$ cat config.mk
export PLATFORM = sky130hd
export DESIGN_NAME = matrix_scan_order_filler_core
export DESIGN_NICKNAME = d
export VERILOG_FILES = /design/src/sv/msof_pkg.sv /design/src/sv/matrix_scan_order_filler_core.sv
export SDC_FILE = /design/constraint.sdc
export NUM_CORES = 1
export LEC_CHECK = 0
export ABC_AREA = 0
export BUFFER_PORTS_ARGS = -buffer_cell sky130_fd_sc_hd__clkbuf_2
export CAP_MARGIN = 20
export CORE_UTILIZATION = 35
export DETAILED_ROUTE_END_ITERATION = 8
export PLACE_DENSITY_LB_ADDON = 0.2
export SETUP_SLACK_MARGIN = 0.3
export SLEW_MARGIN = 20
export SYNTH_ARGS = -nofsm -noshare
export SYNTH_HDL_FRONTEND = slang
export SYNTH_SLANG_ARGS = --single-unit
export TNS_END_PERCENT = 100
$ cat constraint.sdc
create_clock -name clk_i -period 11.3 [get_ports clk_i]
set_clock_uncertainty 0.05 [all_clocks]
set_input_delay 2.26 -clock clk_i [delete_from_list [all_inputs] [get_ports clk_i]]
set_output_delay 2.26 -clock clk_i [all_outputs]
set_load 0.02 [all_outputs]
$ cat src/sv/msof_pkg.sv
// Shared constants for the matrix scan order filler: defaults, register indexes, scan modes.
`default_nettype none

package msof_pkg;

  // Default build sizes
  localparam int unsigned MaxSideDefault   = 16;
  localparam int unsigned DataWidthDefault = 32;

  // Configuration port geometry
  localparam int unsigned CfgIndexWidth = 1;
  localparam int unsigned CfgDataWidth  = 5;
  localparam int unsigned SideRegWidth  = 5;
  localparam int unsigned ModeRegWidth  = 2;
  localparam int unsigned CoordWidth    = 4;

  // Register indexes
  localparam logic [CfgIndexWidth-1:0] REG_SIDE      = 1'd0;
  localparam logic [CfgIndexWidth-1:0] REG_SCAN_MODE = 1'd1;

  // Scan modes
  localparam logic [ModeRegWidth-1:0] MODE_DIAG        = 2'd0;
  localparam logic [ModeRegWidth-1:0] MODE_DIAG_MIRROR = 2'd1;
  localparam logic [ModeRegWidth-1:0] MODE_SPIRAL_REV  = 2'd2;
  localparam logic [ModeRegWidth-1:0] MODE_SPIRAL      = 2'd3;

  // Reset values of the registers
  localparam logic [SideRegWidth-1:0] SideReset = 5'd4;
  localparam logic [ModeRegWidth-1:0] ModeReset = MODE_DIAG;

endpackage

`default_nettype wire

$ cat src/sv/matrix_scan_order_filler_core.sv
// Scan address generator that names the matrix cell for each streamed value.
`default_nettype none

// Each accepted item gets the row and column of a side x side matrix cell in the
// configured scan order (anti-diagonal, mirrored anti-diagonal, clockwise spiral,
// or that spiral walked from its end back to the top-left corner), plus a flag on
// the item that fills the final cell; the walk then starts over. The block takes
// one item per cycle and shows its result in the next cycle: the walker registers step by
// one cell per item and a single output register holds the result, so the input
// is only stalled while that register is full and stalled downstream. Writing
// either register restarts the walk at the first cell; write them only while idle.
module matrix_scan_order_filler_core
  import msof_pkg::*;
#(
  parameter int unsigned MAX_SIDE   = MaxSideDefault,
  parameter int unsigned DATA_WIDTH = DataWidthDefault
) (
  input  wire logic                     clk_i,
  input  wire logic                     rst_ni,
  // configuration write port
  input  wire logic                     cfg_we_i,
  input  wire logic [CfgIndexWidth-1:0] cfg_index_i,
  input  wire logic [CfgDataWidth-1:0]  cfg_data_i,
  // input channel
  input  wire logic                     in_valid_i,
  output logic                          in_stall_o,
  input  wire logic [DATA_WIDTH-1:0]    in_value_i,
  // output channel
  output logic                          out_valid_o,
  input  wire logic                     out_stall_i,
  output logic [CoordWidth-1:0]         out_row_o,
  output logic [CoordWidth-1:0]         out_col_o,
  output logic [DATA_WIDTH-1:0]         out_value_o,
  output logic                          out_last_o
);

  localparam int unsigned SW = $clog2(MAX_SIDE + 1);
  localparam int unsigned CW = (MAX_SIDE > 1) ? $clog2(MAX_SIDE) : 1;
  localparam int unsigned DW = SW + 1;
  localparam int unsigned NW = $clog2(MAX_SIDE * MAX_SIDE + 1);

  typedef struct packed {
    logic [CW-1:0] r;
    logic [CW-1:0] c;
    logic [CW-1:0] lo;
    logic [CW-1:0] hi;
  } spiral_pos_t;

  // Clockwise step to the next cell of the spiral
  function automatic spiral_pos_t spiral_fwd(spiral_pos_t p);
    spiral_pos_t q;
    q = p;
    if (p.r == p.lo && p.c < p.hi) begin
      q.c = p.c + 1'b1;
    end else if (p.c == p.hi && p.r < p.hi) begin
      q.r = p.r + 1'b1;
    end else if (p.r == p.hi && p.c > p.lo) begin
      q.c = p.c - 1'b1;
    end else if (p.c == p.lo && p.r > p.lo + 1'b1) begin
      q.r = p.r - 1'b1;
    end else begin
      q.lo = p.lo + 1'b1;
      q.hi = p.hi - 1'b1;
      q.r  = p.lo + 1'b1;
      q.c  = p.lo + 1'b1;
    end
    return q;
  endfunction

  // Step back to the previous cell of the spiral
  function automatic spiral_pos_t spiral_bwd(spiral_pos_t p);
    spiral_pos_t q;
    q = p;
    if (p.r == p.lo && p.c == p.lo) begin
      q.lo = p.lo - 1'b1;
      q.hi = p.hi + 1'b1;
      q.r  = p.lo;
      q.c  = p.lo - 1'b1;
    end else if (p.r == p.lo) begin
      q.c = p.c - 1'b1;
    end else if (p.c == p.hi) begin
      q.r = p.r - 1'b1;
    end else if (p.r == p.hi) begin
      q.c = p.c + 1'b1;
    end else begin
      q.r = p.r + 1'b1;
    end
    return q;
  endfunction

  // Registers
  logic [SideRegWidth-1:0] side_q, side_d;
  logic [ModeRegWidth-1:0] mode_q, mode_d;
  logic                    start_q, start_d;
  logic [NW-1:0]           cnt_q, cnt_d;
  logic [CW-1:0]           drow_q, drow_d, dcol_q, dcol_d;
  logic [DW-1:0]           didx_q, didx_d;
  spiral_pos_t             spos_q, spos_d;
  logic                    out_valid_q, out_valid_d;
  logic [CoordWidth-1:0]   out_row_q, out_row_d, out_col_q, out_col_d;
  logic [DATA_WIDTH-1:0]   out_value_q, out_value_d;
  logic                    out_last_q, out_last_d;

  // Working signals
  logic [SW-1:0]   n_eff;
  logic [CW-1:0]   nm1;
  logic [CW-1:0]   half;
  logic [2*SW-1:0] total_m1;
  logic            in_accept;
  logic            out_take;
  logic [NW-1:0]   cur_cnt;
  logic [CW-1:0]   cur_drow, cur_dcol;
  logic [DW-1:0]   cur_didx;
  logic [DW-1:0]   next_didx;
  logic [DW-1:0]   next_drow_w;
  spiral_pos_t     spos_init, cur_spos, next_spos;
  logic [CW-1:0]   row_sel, col_sel;
  logic            is_last;

  // Effective side: zero reads as one, large values saturate
  always_comb begin
    if (side_q == '0) begin
      n_eff = SW'(1);
    end else if (32'(side_q) > 32'(MAX_SIDE)) begin
      n_eff = SW'(MAX_SIDE);
    end else begin
      n_eff = SW'(side_q);
    end
  end

  assign nm1      = CW'(n_eff - 1'b1);
  assign half     = nm1 >> 1;
  assign total_m1 = (2*SW)'(n_eff) * (2*SW)'(n_eff) - 1'b1;

  // Handshake: one output register, refilled in the cycle it drains
  assign out_take   = out_valid_q && !out_stall_i;
  assign in_stall_o = out_valid_q && out_stall_i;
  assign in_accept  = in_valid_i && !in_stall_o;

  // Walk position of the current item, fresh after a restart
  always_comb begin
    spos_init = '0;
    if (mode_q == MODE_SPIRAL_REV) begin
      spos_init.lo = half;
      spos_init.hi = nm1 - half;
      spos_init.r  = nm1 - half;
      spos_init.c  = half;
    end else begin
      spos_init.hi = nm1;
    end
  end

  assign cur_cnt  = start_q ? '0 : cnt_q;
  assign cur_drow = start_q ? '0 : drow_q;
  assign cur_dcol = start_q ? '0 : dcol_q;
  assign cur_didx = start_q ? '0 : didx_q;
  assign cur_spos = start_q ? spos_init : spos_q;

  // Advance the anti-diagonal walker
  assign next_didx   = cur_didx + 1'b1;
  assign next_drow_w = (next_didx > DW'(nm1)) ? next_didx - DW'(nm1) : '0;

  // Advance the spiral walker in the mode's direction
  assign next_spos = (mode_q == MODE_SPIRAL_REV) ? spiral_bwd(cur_spos) : spiral_fwd(cur_spos);

  // Select the cell for the mode
  always_comb begin
    unique case (mode_q)
      MODE_DIAG: begin
        row_sel = cur_drow;
        col_sel = cur_dcol;
      end
      MODE_DIAG_MIRROR: begin
        row_sel = cur_drow;
        col_sel = nm1 - cur_dcol;
      end
      default: begin
        row_sel = cur_spos.r;
        col_sel = cur_spos.c;
      end
    endcase
  end

  assign is_last = ((2*SW)'(cur_cnt) == total_m1);

  // Next state of configuration and walkers
  always_comb begin
    side_d  = side_q;
    mode_d  = mode_q;
    start_d = start_q;
    cnt_d   = cnt_q;
    drow_d  = drow_q;
    dcol_d  = dcol_q;
    didx_d  = didx_q;
    spos_d  = spos_q;
    if (cfg_we_i) begin
      // restart the walk on any register write
      case (cfg_index_i)
        REG_SIDE:      side_d = SideRegWidth'(cfg_data_i);
        REG_SCAN_MODE: mode_d = ModeRegWidth'(cfg_data_i);
        default:       ;
      endcase
      start_d = 1'b1;
    end else if (in_accept) begin
      if (is_last) begin
        start_d = 1'b1;
      end else begin
        start_d = 1'b0;
        cnt_d   = cur_cnt + 1'b1;
        spos_d  = next_spos;
        didx_d  = cur_didx;
        if (cur_drow < nm1 && cur_dcol != '0) begin
          drow_d = cur_drow + 1'b1;
          dcol_d = cur_dcol - 1'b1;
        end else begin
          didx_d = next_didx;
          drow_d = CW'(next_drow_w);
          dcol_d = CW'(next_didx - next_drow_w);
        end
      end
    end
  end

  // Output register
  always_comb begin
    out_valid_d = out_valid_q;
    out_row_d   = out_row_q;
    out_col_d   = out_col_q;
    out_value_d = out_value_q;
    out_last_d  = out_last_q;
    if (out_take) begin
      out_valid_d = 1'b0;
    end
    if (in_accept) begin
      out_valid_d = 1'b1;
      out_row_d   = CoordWidth'(row_sel);
      out_col_d   = CoordWidth'(col_sel);
      out_value_d = in_value_i;
      out_last_d  = is_last;
    end
  end

  // Control state
  always_ff @(posedge clk_i or negedge rst_ni) begin
    if (!rst_ni) begin
      side_q      <= SideReset;
      mode_q      <= ModeReset;
      start_q     <= 1'b1;
      cnt_q       <= '0;
      drow_q      <= '0;
      dcol_q      <= '0;
      didx_q      <= '0;
      spos_q      <= '0;
      out_valid_q <= 1'b0;
    end else begin
      side_q      <= side_d;
      mode_q      <= mode_d;
      start_q     <= start_d;
      cnt_q       <= cnt_d;
      drow_q      <= drow_d;
      dcol_q      <= dcol_d;
      didx_q      <= didx_d;
      spos_q      <= spos_d;
      out_valid_q <= out_valid_d;
    end
  end

  // Payload
  always_ff @(posedge clk_i) begin
    out_row_q   <= out_row_d;
    out_col_q   <= out_col_d;
    out_value_q <= out_value_d;
    out_last_q  <= out_last_d;
  end

  assign out_valid_o = out_valid_q;
  assign out_row_o   = out_row_q;
  assign out_col_o   = out_col_q;
  assign out_value_o = out_value_q;
  assign out_last_o  = out_last_q;

endmodule

`default_nettype wire
==> results of run 1 <==
## critical path: stages (launching register included)
cell	delay, ns
dfrtp_1	0.46
or3_4	0.41
a21oi_2	0.52
inv_1	0.26
ha_1	0.33
xnor2_2	0.31
inv_2	0.16
ha_1	0.36
xor2_1	0.31
nor2_1	0.07
a21oi_1	0.34
clkinv_1	0.42
ha_1	0.42
nor2b_1	0.13
o211a_1	0.21
o21ai_0	0.43
nand3_1	0.23
a21oi_1	0.39
a21boi_1	0.23
mux2i_1	0.18
o21ai_0	0.16
## cell usage after synthesis, drive strengths merged, types with 11 or more instances
master | instances | share of area, %
o21ai | 55 | 4.0
a21o | 12 | 1.3
nand2 | 77 | 4.2
inv | 43 | 2.3
nor3 | 25 | 2.1
mux2i | 11 | 1.6
nor2b | 25 | 2.3
xnor2 | 30 | 4.0
mux2 | 13 | 2.2
nor2 | 50 | 2.7
nand3 | 24 | 1.7
dfrtp | 46 | 17
a21oi | 57 | 4.2
edfxtp | 41 | 18
ha | 52 | 9.4
buf | 19 | 1.7
clkbuf | 17 | 0.92
## stage by stage
| step | power [mW] | area, sq um |
|---|---|---|
| finish | 1.67 | 7900 |
| global route | 1.80 | 7900 |
| CTS | 1.67 | 7900 |
| detailed placement | 1.35 | 7600 |
| global placement | 1.35 | 7600 |
| floorplan | 1.14 | 6960 |
## worst max path at each step
stage,slack (ns),cells after the start,to
CTS,4.88,20,spos_q[5]$_DFFE_PN0P_
global placement,5.18,20,spos_q[0]$_DFFE_PN0P_
global route,4.31,20,spos_q[0]$_DFFE_PN0P_
detailed placement,4.92,20,spos_q[5]$_DFFE_PN0P_
finish,4.83,20,spos_q[5]$_DFFE_PN0P_
floorplan,6.30,22,spos_q[6]$_DFFE_PN0P_
## cell type report
cell class	count	area (sq um)	area share [%]
clock buffer	10	229	2.90
clock inverter	6	73.8	0.934
inverter	45	169	2.14
multi-input combinational	597	4170	52.8
sequential	89	2430	30.8
tap	265	332	4.20
timing repair buffer	94	493	6.24
## per-layer routing
| metal | up-vias | GRT usage, % |
|---|---|---|
| met2 | 155 | 33.0 |
| met3 | 29 | 1.64 |
| met4 | 0 | 7.41 |
| met5 | - | 0 |
| li1 | 2959 | - |
| met1 | 2829 | 25.0 |
## cells in the final DEF (no fill, tap or decap), types with 7 or more instances in the layout
cell,netlist,layout
a31oi_1,9,9
a21oi_1,55,55
nor3_1,22,22
mux2_2,12,12
fa_1,7,7
mux2i_1,11,11
xor2_1,7,7
o211ai_1,10,10
nand4_1,9,9
and3_1,8,8
nand2_1,77,77
edfxtp_1,41,41
nor2b_1,24,24
clkbuf_2,0,85
nor2_1,50,50
ha_1,52,52
dfrtp_1,46,46
inv_1,42,41
xnor2_1,28,28
o31ai_1,8,8
o21ai_0,50,50
nand3_1,24,24
buf_4,4,9
a21o_1,12,12
o22ai_1,10,10
o221ai_1,9,9
clkbuf_16,0,9
## where the power goes
| part | internal [mW] | switching (mW) |
|---|---|---|
| sequential | 0.408 | 0.0611 |
| combinational | 0.341 | 0.549 |
| clock | 0.175 | 0.135 |
## sequential cells by signal (all words and copies together), names as in the netlist
register and flops:
out_value_o 32, spos_q 16, cnt_q 9, didx_q 6
side_q 5, dcol_q 4, drow_q 4, out_col_o 4
out_row_o 4, mode_q 2, out_last_o 1, out_valid_o 1
start_q 1
## kinds of logic (layout without fill, tap and decap cells)
logic type                 after synthesis  in the layout  synth area share (%)
AOI/OAI and AO/OA                      221            221                  21.5
xor gates and xnor gates                37             37                  4.88
adders and majority gates               60             60                  11.5
buffers and inverters                   81            155                  5.10
DFF                                     89             89                  35.1
muxes                                   24             24                  3.75
other                                    1              4                0.0540
and+or+nand+nor                        251            251                  18.1
==> results.md, run 1 <==
* Status: complete, no violations
* Via density per instance at around 5.4
* CTS H-tree depth at 3
* Worst VDD drop at approximately 0.076 mV
* Post-layout min period at ~6.5 ns
* Relative slew slack at 31.3%
* 1st-iter DRT viols at 447
* Critical Path End Type: flop
* CP Data Required Time at 11.53 ns
* Hold buffers post-CTS at 0
* # resized after CTS at 0
* Met2 routed wirelength at about 9.3 mm
* Pre-CTS setup slack at between 4 and 5 ns
* Avg WL per Cell at 17.2 um
* R2R Setup Slk at around 4.8 ns
* Iteration count of the initial detailed-routing pass at 5
* Crit path from: side_q[3]$_DFFE_PN0P_
* Post-Layout Cell Count at roughly 1100
* Setup Viol. Count Final at 0
* Max-Cap Viols at 0
* Syn Area/Cell at ~9 sq um
* Fillers at roughly 2000
* Ports at 86
* Leak pwr at approximately 3.4 nW
* Final worst slack at 4.83 ns
* Hold_sp: spos_q[14]$_DFFE_PN0P_
* # diodes at 0
* Vias in the first global route at 5767
* Placer congestion estimate at 0.921
* Fin crit share at 57.3%
* Post-CTS Setup Repair Bufs at 0
* Worst hold path endpoint: spos_q[14]$_DFFE_PN0P_
* FF+latch count, synth at slightly below 90
* WL met1 at between 8 and 9 mm
* Post-synth cell types at between 80 and 90
* Chip height at 143 um
* Post-synthesis sequential area ratio at about a third
* Setup_tns at 0 ns
* Path depth of the worst reg2reg path at 20
* Number of synthesized flops with an enable pin at 41
* Total wire length at roughly 19 mm
* Post-route DRC at 0
* Reg2reg start: side_q[3]$_DFFE_PN0P_
* Uppermost layer routed: met4
* Ys async rst share at 53.9%
* Placed cell count at 1090
* Prevailing post-synth register cell: dfrtp_1
* Clock latency on the worst-skew pair at 0.35 ns
* Fmax at 154 MHz
* Power density cells at between 200 and 250 mW/mm^2
* DR WL met3 at approximately 730 um
* Hold Path Class: flop to flop
* Initial antenna violation count at 0
* CTS tree: done
* Global route overflow at 0
* Layout Nets at roughly 940
* Routed Antenna Nets at 0
* Clock sink count at 89
* Synth Warn # at 0
* Share of cells above drive strength 1 at between 10% and 20%
* Die ar. at 0.0204 sq mm
* Clk Tree Root Cell: clkbuf_16
* Clock buffer depth at 2
* Synth Instances at roughly 760
* First-pass GRT wire length at 30.5 mm
* Core area at 0.0195 sq mm
* Arrival @ worst endpoint at 6.70 ns
* Post-DP HPWL at ~14 mm
* Syn Std Cell Area at roughly 0.0069 sq mm
* Area growth syn-to-layout at 13.7%
* Largest net degree at the start of global routing at ~50
* Initial core utilization at between 30 and 40%
* CP max FO at 11
* Final core occ at 40.6%
* Type of origin of the critical path: flop
* Gr usage total at between 15 and 20%
* Hold Fails Final Rpt at 0
* RSZ-0062 raised after global routing: no
* R2r endpoint: spos_q[5]$_DFFE_PN0P_
* TritonCTS Buffers at 9
* WHS at approximately 0.42 ns
* Fin. max-slew vios at 0
* Clock transition at path regs at 0.07 ns
* Number of I/O port buffers at 85
* Setup CP Type: flop to flop
* WHS Path Cells at 2
* Cell Rows at 51
* Worst Max-Slew Pin Slew at ~1.0 ns
* Via count at between 5000 and 6000
* Die width at ~140 um
Power figures use the tool's default switching activity.
==> run 2: changes to the inputs <==
==> constraint.sdc (replaced) <==
create_clock -name clk_i -period 6.5 [get_ports clk_i]
set_clock_uncertainty 0.05 [all_clocks]
set_input_delay 1.3 -clock clk_i [delete_from_list [all_inputs] [get_ports clk_i]]
set_output_delay 1.3 -clock clk_i [all_outputs]
set_load 0.02 [all_outputs]
==> results.md, run 2 (same netlist as run 1, synthesis figures left out) <==
* Status: complete, no violations
* Leak pwr at 3.39 nW (+0.97%)
* Reg2reg start: side_q[3]$_DFFE_PN0P_
* Initial antenna violation count at 0 (unchanged)
* Worst VDD drop at 0.165 mV (+120%)
* Setup CP Type: flop to flop
* Worst hold path endpoint: spos_q[6]$_DFFE_PN0P_
* Commonest non-fill, non-tap cells in the layout: clkbuf_2, nand2_1, a21oi_1, ha_1
* Hold Fails Final Rpt at 0 (unchanged)
* Fin. max-slew vios at 0 (unchanged)
* Post-CTS Setup Repair Bufs at 0 (unchanged)
* CP max FO at 8 (-3)
* Clock buffer depth at 2 (unchanged)
* Power density cells at 365 mW/mm^2 (+73%)
* Largest stage delay, worst path at 0.46 ns (-0.06 ns)
* Path depth of the worst reg2reg path at 20 (unchanged)
* Post-route DRC at 0 (unchanged)
* # resized after CTS at 0 (unchanged)
* Setup Viol. Count Final at 0 (unchanged)
* Vias in the first global route at 5613 (-2.7%)
* Final core occ at 40.8% (+0.21 points)
* Max-Cap Viols at 0 (unchanged)
* Fmax at 178 MHz (+15%)
* Clock transition at path regs at 0.07 ns (about the same)
* Initial core utilization at 35.7% (unchanged)
* Post-layout min period at 5.62 ns (-0.857 ns)
* Pre-CTS setup slack at 0.995 ns (-3.92 ns)
* R2r endpoint: spos_q[5]$_DFFE_PN0P_
* Hold buffers post-CTS at 0 (unchanged)
* Clock sink count at 89 (unchanged)
* Clk Tree Root Cell: clkbuf_16
* Clock latency on the worst-skew pair at 0.35 ns (about the same)
* Core area at 0.0195 sq mm (unchanged)
* Total wire length at 19.3 mm (+1.1%)
* Most used cell, CP: ha_1
* Routed Antenna Nets at 0 (unchanged)
* Share of cells above drive strength 1 at 18.6% (+0.89 points)
* Fillers at 1945 (-3.0%)
* Gr usage total at 19.5% (+0.30 points)
* Largest net degree at the start of global routing at 49 (unchanged)
* Via density per instance at 5.44 (+0.69%)
* Arrival @ worst endpoint at 5.79 ns (-0.91 ns)
* Worst Max-Slew Pin Slew at 0.962 ns (-0.0648 ns)
* CTS H-tree depth at 3 (unchanged)
* CTS tree: done
* Max FFs per register at 32 (unchanged)
* CP Data Required Time at 6.68 ns (-4.85 ns)
* Via count at 6057 (+1.4%)
* Number of I/O port buffers at 85 (unchanged)
* Placer congestion estimate at 0.924 (+0.34%)
* Iteration count of the initial detailed-routing pass at 5 (unchanged)
* Layout Nets at 946 (+0.85%)
* CP max-delay cell: dfrtp_1
* Ports at 86 (unchanged)
* Die ar. at 0.0204 sq mm (unchanged)
* Post-DP HPWL at 14.2 mm (+0.23%)
* Register Area at 0.00243 sq mm (unchanged)
* Area of the multi-input gates at 0.00417 sq mm (unchanged)
* Chip height at 143 um (unchanged)
* R2R Setup Slk at 0.88 ns (-3.94 ns)
* Critical-path cell list: or3_4 -> a21oi_2 -> inv_1 -> ha_1 -> xnor2_2 -> inv_2 -> ha_1 -> xor2_1 -> nor2_1 -> a21oi_1 -> clkinv_1 -> ha_1 -> nor2b_1 -> o211a_1 -> o21ai_0 -> nand3_1 -> a21oi_1 -> a21boi_1 -> mux2i_1 -> o21ai_0
* Most common cell after layout, fill and taps aside: clkbuf_2
* # diodes at 0 (unchanged)
* Avg WL per Cell at 17.3 um (+0.37%)
* Cell Rows at 51 (unchanged)
* WHS Path Cells at 2 (unchanged)
* Hold Path Class: flop to flop
* Final worst slack at 0.884 ns (-3.94 ns)
* 1st-iter DRT viols at 465 (+4.0%)
* Setup_tns at 0 ns (unchanged)
* Type of origin of the critical path: flop
* Die width at 143 um (unchanged)
* RSZ-0062 raised after global routing: no
* Relative slew slack at 35.9% (+4.5 points)
* Area growth syn-to-layout at 14.3%
* TritonCTS Buffers at 9 (unchanged)
* Critical Path End Type: flop
* Fin crit share at 86.4% (+29 points)
* Hold_sp: spos_q[6]$_DFFE_PN0P_
* Crit path from: side_q[3]$_DFFE_PN0P_
* Power Total at 2.90 mW (+74%)
* First-pass GRT wire length at 30.8 mm (+1.1%)
* Global route overflow at 0 (unchanged)
-- run 2: changes by cell type in the layout (fill, tap and decap cells not counted) --
cell	change
buf_4	+8
bufinv_16	-1
clkbuf_1	-1
clkinv_2	+1
clkinv_4	-2
clkinvlp_4	+1
inv_6	+1
inv_8	+1
-- run 2: where the power goes --
group	switching (mW)	leakage (nW)	internal, mW
registers	0.110	0.987	0.709
clock network	0.249	0.139	0.267
logic	0.956	2.27	0.611
total	1.32	3.39	1.59
-- run 2: worst max path at each step --
stage                             to  slack, ns
5_1_grt        spos_q[5]$_DFFE_PN0P_       0.43
2_1_floorplan  spos_q[6]$_DFFE_PN0P_       1.50
3_3_place_gp   spos_q[5]$_DFFE_PN0P_       1.10
4_1_cts        spos_q[5]$_DFFE_PN0P_       0.97
3_5_place_dp   spos_q[5]$_DFFE_PN0P_        1.0
6_report       spos_q[5]$_DFFE_PN0P_       0.88
-- run 2: area by class of cell --
| type | count | area share [%] |
|---|---|---|
| clock buffers | 9 | 2.84 |
| inverters | 45 | 2.13 |
| multi-input cells | 597 | 52.5 |
| repair buffers | 102 | 6.96 |
| flip-flops and latches | 89 | 30.7 |
| clock inverters | 7 | 0.741 |
| well taps | 265 | 4.18 |
-- run 2: stage by stage --
stage          std cells  hold slack (ns)  area [sq um]
5_1_grt             1114            0.454          7940
3_5_place_dp        1098            0.412          7660
2_1_floorplan        767            0.391          6960
4_1_cts             1114            0.428          7940
3_3_place_gp        1098            0.407          7660
6_report            1114            0.423          7940
-- run 2: layer usage --
metal  up-vias  global-route usage, %  part of all wire, %
met5         -                      0                    0
met4         0                   8.09                  2.8
met3        36                   2.78                  4.0
met2       165                   31.9                   47
met1      2894                   25.9                   46
li1       2962                      -                    -
-- run 2: worst max-delay path: cells and delay by family (launching register included) --
family / cells / cell delay, ns
flops: 1 / 0.46
simple gates: 4 / 0.88
fa+ha+maj: 3 / 0.97
buf+inv: 3 / 0.49
xor+xnor: 2 / 0.58
mux: 1 / 0.22
compound gates: 7 / 1.85
==> run 3: changes to the inputs <==
--- a/config.mk
+++ b/config.mk
@@ -8,10 +8,12 @@
 export ABC_AREA = 0
 export BUFFER_PORTS_ARGS = -buffer_cell sky130_fd_sc_hd__clkbuf_2
 export CAP_MARGIN = 20
+export CORE_ASPECT_RATIO = 0.75
 export CORE_UTILIZATION = 35
 export DETAILED_ROUTE_END_ITERATION = 8
 export PLACE_DENSITY_LB_ADDON = 0.2
 export SETUP_SLACK_MARGIN = 0.3
+export SKIP_CTS_REPAIR_TIMING = 1
 export SLEW_MARGIN = 20
 export SYNTH_ARGS = -nofsm -noshare
 export SYNTH_HDL_FRONTEND = slang
==> results.md, run 3 (same netlist as run 1, synthesis figures left out) <==
* Ports at 86 (unchanged)
* 1st-iter DRT viols at 592 (+27%)
* Initial core utilization at 35.8% (+0.15 points)
* Most common cell after layout, fill and taps aside: clkbuf_2
* Status: complete, no violations
* Setup_tns at 0 ns (unchanged)
* First-pass GRT wire length at 30.8 mm (unchanged)
* Hold Path Class: flop to flop
* Vias in the first global route at 5536 (-1.4%)
* Largest net degree at the start of global routing at 49 (unchanged)
* Power density cells at 375 mW/mm^2 (+2.6%)
* Commonest non-fill, non-tap cells in the layout: clkbuf_2, nand2_1, a21oi_1, ha_1
* CP max FO at 11 (+3)
* Bufs and invs on worst path at 3 (unchanged)
* Area growth syn-to-layout at 14.8%
* CTS tree: done
* Die width at 165 um (+15%)
* Avg WL per Cell at 17.7 um (+2.6%)
* Fillers at 1949 (+0.21%)
* Fin crit share at 88.4% (+2.1 points)
* Post-Layout Cell Count at 1102 (-1.1%)
* CP Data Required Time at 6.68 ns (about the same)
* Gr usage total at 19.6% (+0.035 points)
* Type of origin of the critical path: flop
* Global route overflow at 0 (unchanged)
* TritonCTS Buffers at 9 (unchanged)
* CP max-delay cell: dfrtp_1
* Number of I/O port buffers at 85 (unchanged)
* Die ar. at 0.0204 sq mm (about the same)
* Setup CP Type: flop to flop
* Fin. max-slew vios at 0 (unchanged)
* Routed Antenna Nets at 0 (unchanged)
* Iteration count of the initial detailed-routing pass at 5 (unchanged)
* Fmax at 174 MHz (-2.3%)
* Post-DP HPWL at 14.5 mm (+1.6%)
* Placed cell count at 1086 (-1.1%)
* Most used cell, CP: ha_1
* Total wire length at 19.5 mm (+1.5%)
* Layout Nets at 946 (unchanged)
* Core area at 0.0194 sq mm (-0.43%)
* Crit-path leading delay family: compound AO/OA/AOI/OAI gates
* Initial antenna violation count at 0 (unchanged)
* Clk Tree Root Cell: clkbuf_16
* Via count at 6074 (+0.28%)
* Final instance area at 0.00797 sq mm (+0.38%)
* RSZ-0062 raised after global routing: no
* Largest stage delay, worst path at 0.47 ns (about the same)
* Post-route DRC at 0 (unchanged)
* Post-layout min period at 5.75 ns (+0.133 ns)
* CTS H-tree depth at 3 (unchanged)
* Leak pwr at 3.42 nW (+0.73%)
* Share of cells above drive strength 1 at 18.6% (unchanged)
* Cell Rows at 44 (-14%)
* # diodes at 0 (unchanged)
* Chip height at 124 um (-13%)
* Clock buffer depth at 2 (unchanged)
* Placer congestion estimate at 0.937 (+1.4%)
* Worst VDD drop at 0.188 mV (+14%)
* Setup Viol. Count Final at 0 (unchanged)
* Max FFs per register at 32 (unchanged)
* Arrival @ worst endpoint at 5.93 ns (+0.14 ns)
* Clock transition at path regs at 0.07 ns (about the same)
* Hold Fails Final Rpt at 0 (unchanged)
* Max-Cap Viols at 0 (unchanged)
* Critical-path cell list: or3_4 -> a21oi_2 -> inv_1 -> ha_1 -> xnor2_2 -> inv_2 -> ha_1 -> xor2_1 -> nor2_1 -> a21oi_1 -> inv_2 -> ha_1 -> nor2b_1 -> o211a_1 -> o21ai_0 -> nand3_1 -> a21oi_1 -> a21boi_1 -> xnor2_1 -> o21ai_1
* Clock sink count at 89 (unchanged)
* Clock latency on the worst-skew pair at 0.35 ns (about the same)
* Via density per instance at 5.51 (+1.4%)
* DP Area at 0.00764 sq mm (-0.20%)
* Relative slew slack at 39.6% (+3.7 points)
* Critical Path End Type: flop
* Worst Max-Slew Pin Slew at 0.905 ns (-0.0562 ns)
[run 3: report_power, final]
| group | internal (mW) | switching (mW) | total, mW |
|---|---|---|---|
| sequential | 0.710 | 0.108 | 0.817 |
| combinational | 0.605 | 0.980 | 1.58 |
| clock | 0.344 | 0.243 | 0.588 |
[run 3: area by class of cell]
cell class / count / area [sq um] / area share [%]
inverters: 45 / 169 / 2.12
well taps: 253 / 317 / 3.97
repair buffers: 102 / 553 / 6.94
clock buffers: 10 / 229 / 2.87
flip-flops and latches: 89 / 2430 / 30.5
multi-input cells: 597 / 4170 / 52.3
clock inverters: 6 / 100 / 1.26
[run 3: final timing paths]
kind | from | end | slack [ns] | cells past startpoint
max | side_q[3]$_DFFE_PN0P_ | spos_q[4]$_DFFE_PN0P_ | 0.75 | 20
min | dcol_q[0]$_DFFE_PN0P_ | dcol_q[0]$_DFFE_PN0P_ | 0.44 | 1
max reg2reg | side_q[3]$_DFFE_PN0P_ | spos_q[4]$_DFFE_PN0P_ | 0.75 | 20
min reg2reg | dcol_q[0]$_DFFE_PN0P_ | dcol_q[0]$_DFFE_PN0P_ | 0.44 | 1
max in group asynchronous | rst_ni | drow_q[3]$_DFFE_PN0P_ | 4.92 | 2
min in group asynchronous | rst_ni | spos_q[5]$_DFFE_PN0P_ | 1.02 | 2
[run 3: worst register-to-register path, stage by stage (launching register included)]
cell,delay [ns]
dfrtp_1,0.47
or3_4,0.41
a21oi_2,0.16
inv_1,0.14
ha_1,0.28
xnor2_2,0.28
inv_2,0.15
ha_1,0.37
xor2_1,0.28
nor2_1,0.07
a21oi_1,0.41
inv_2,0.22
ha_1,0.33
nor2b_1,0.13
o211a_1,0.21
o21ai_0,0.46
nand3_1,0.25
a21oi_1,0.42
a21boi_1,0.22
xnor2_1,0.25
o21ai_1,0.08
[run 3: routing by layer]
layer	part of all wire [%]	GRT usage, %
met2	37	26.3
met1	53	30.6
met4	0.97	3.61
met5	0	0
met3	9.5	5.19
[run 3: stage by stage]
| step | total power, mW | util, % | setup slack (ns) | hold WS, ns |
|---|---|---|---|---|
| 4_1_cts | 2.98 | 41.1 | 0.624 | 0.441 |
| 3_3_place_gp | 2.38 | 39.4 | 0.920 | 0.411 |
| 2_1_floorplan | 1.98 | - | 1.50 | 0.391 |
| 5_1_grt | 3.20 | 41.1 | 0.381 | 0.465 |
| 3_5_place_dp | 2.37 | 39.4 | 0.662 | 0.424 |
| 6_report | 2.99 | 41.1 | 0.751 | 0.440 |
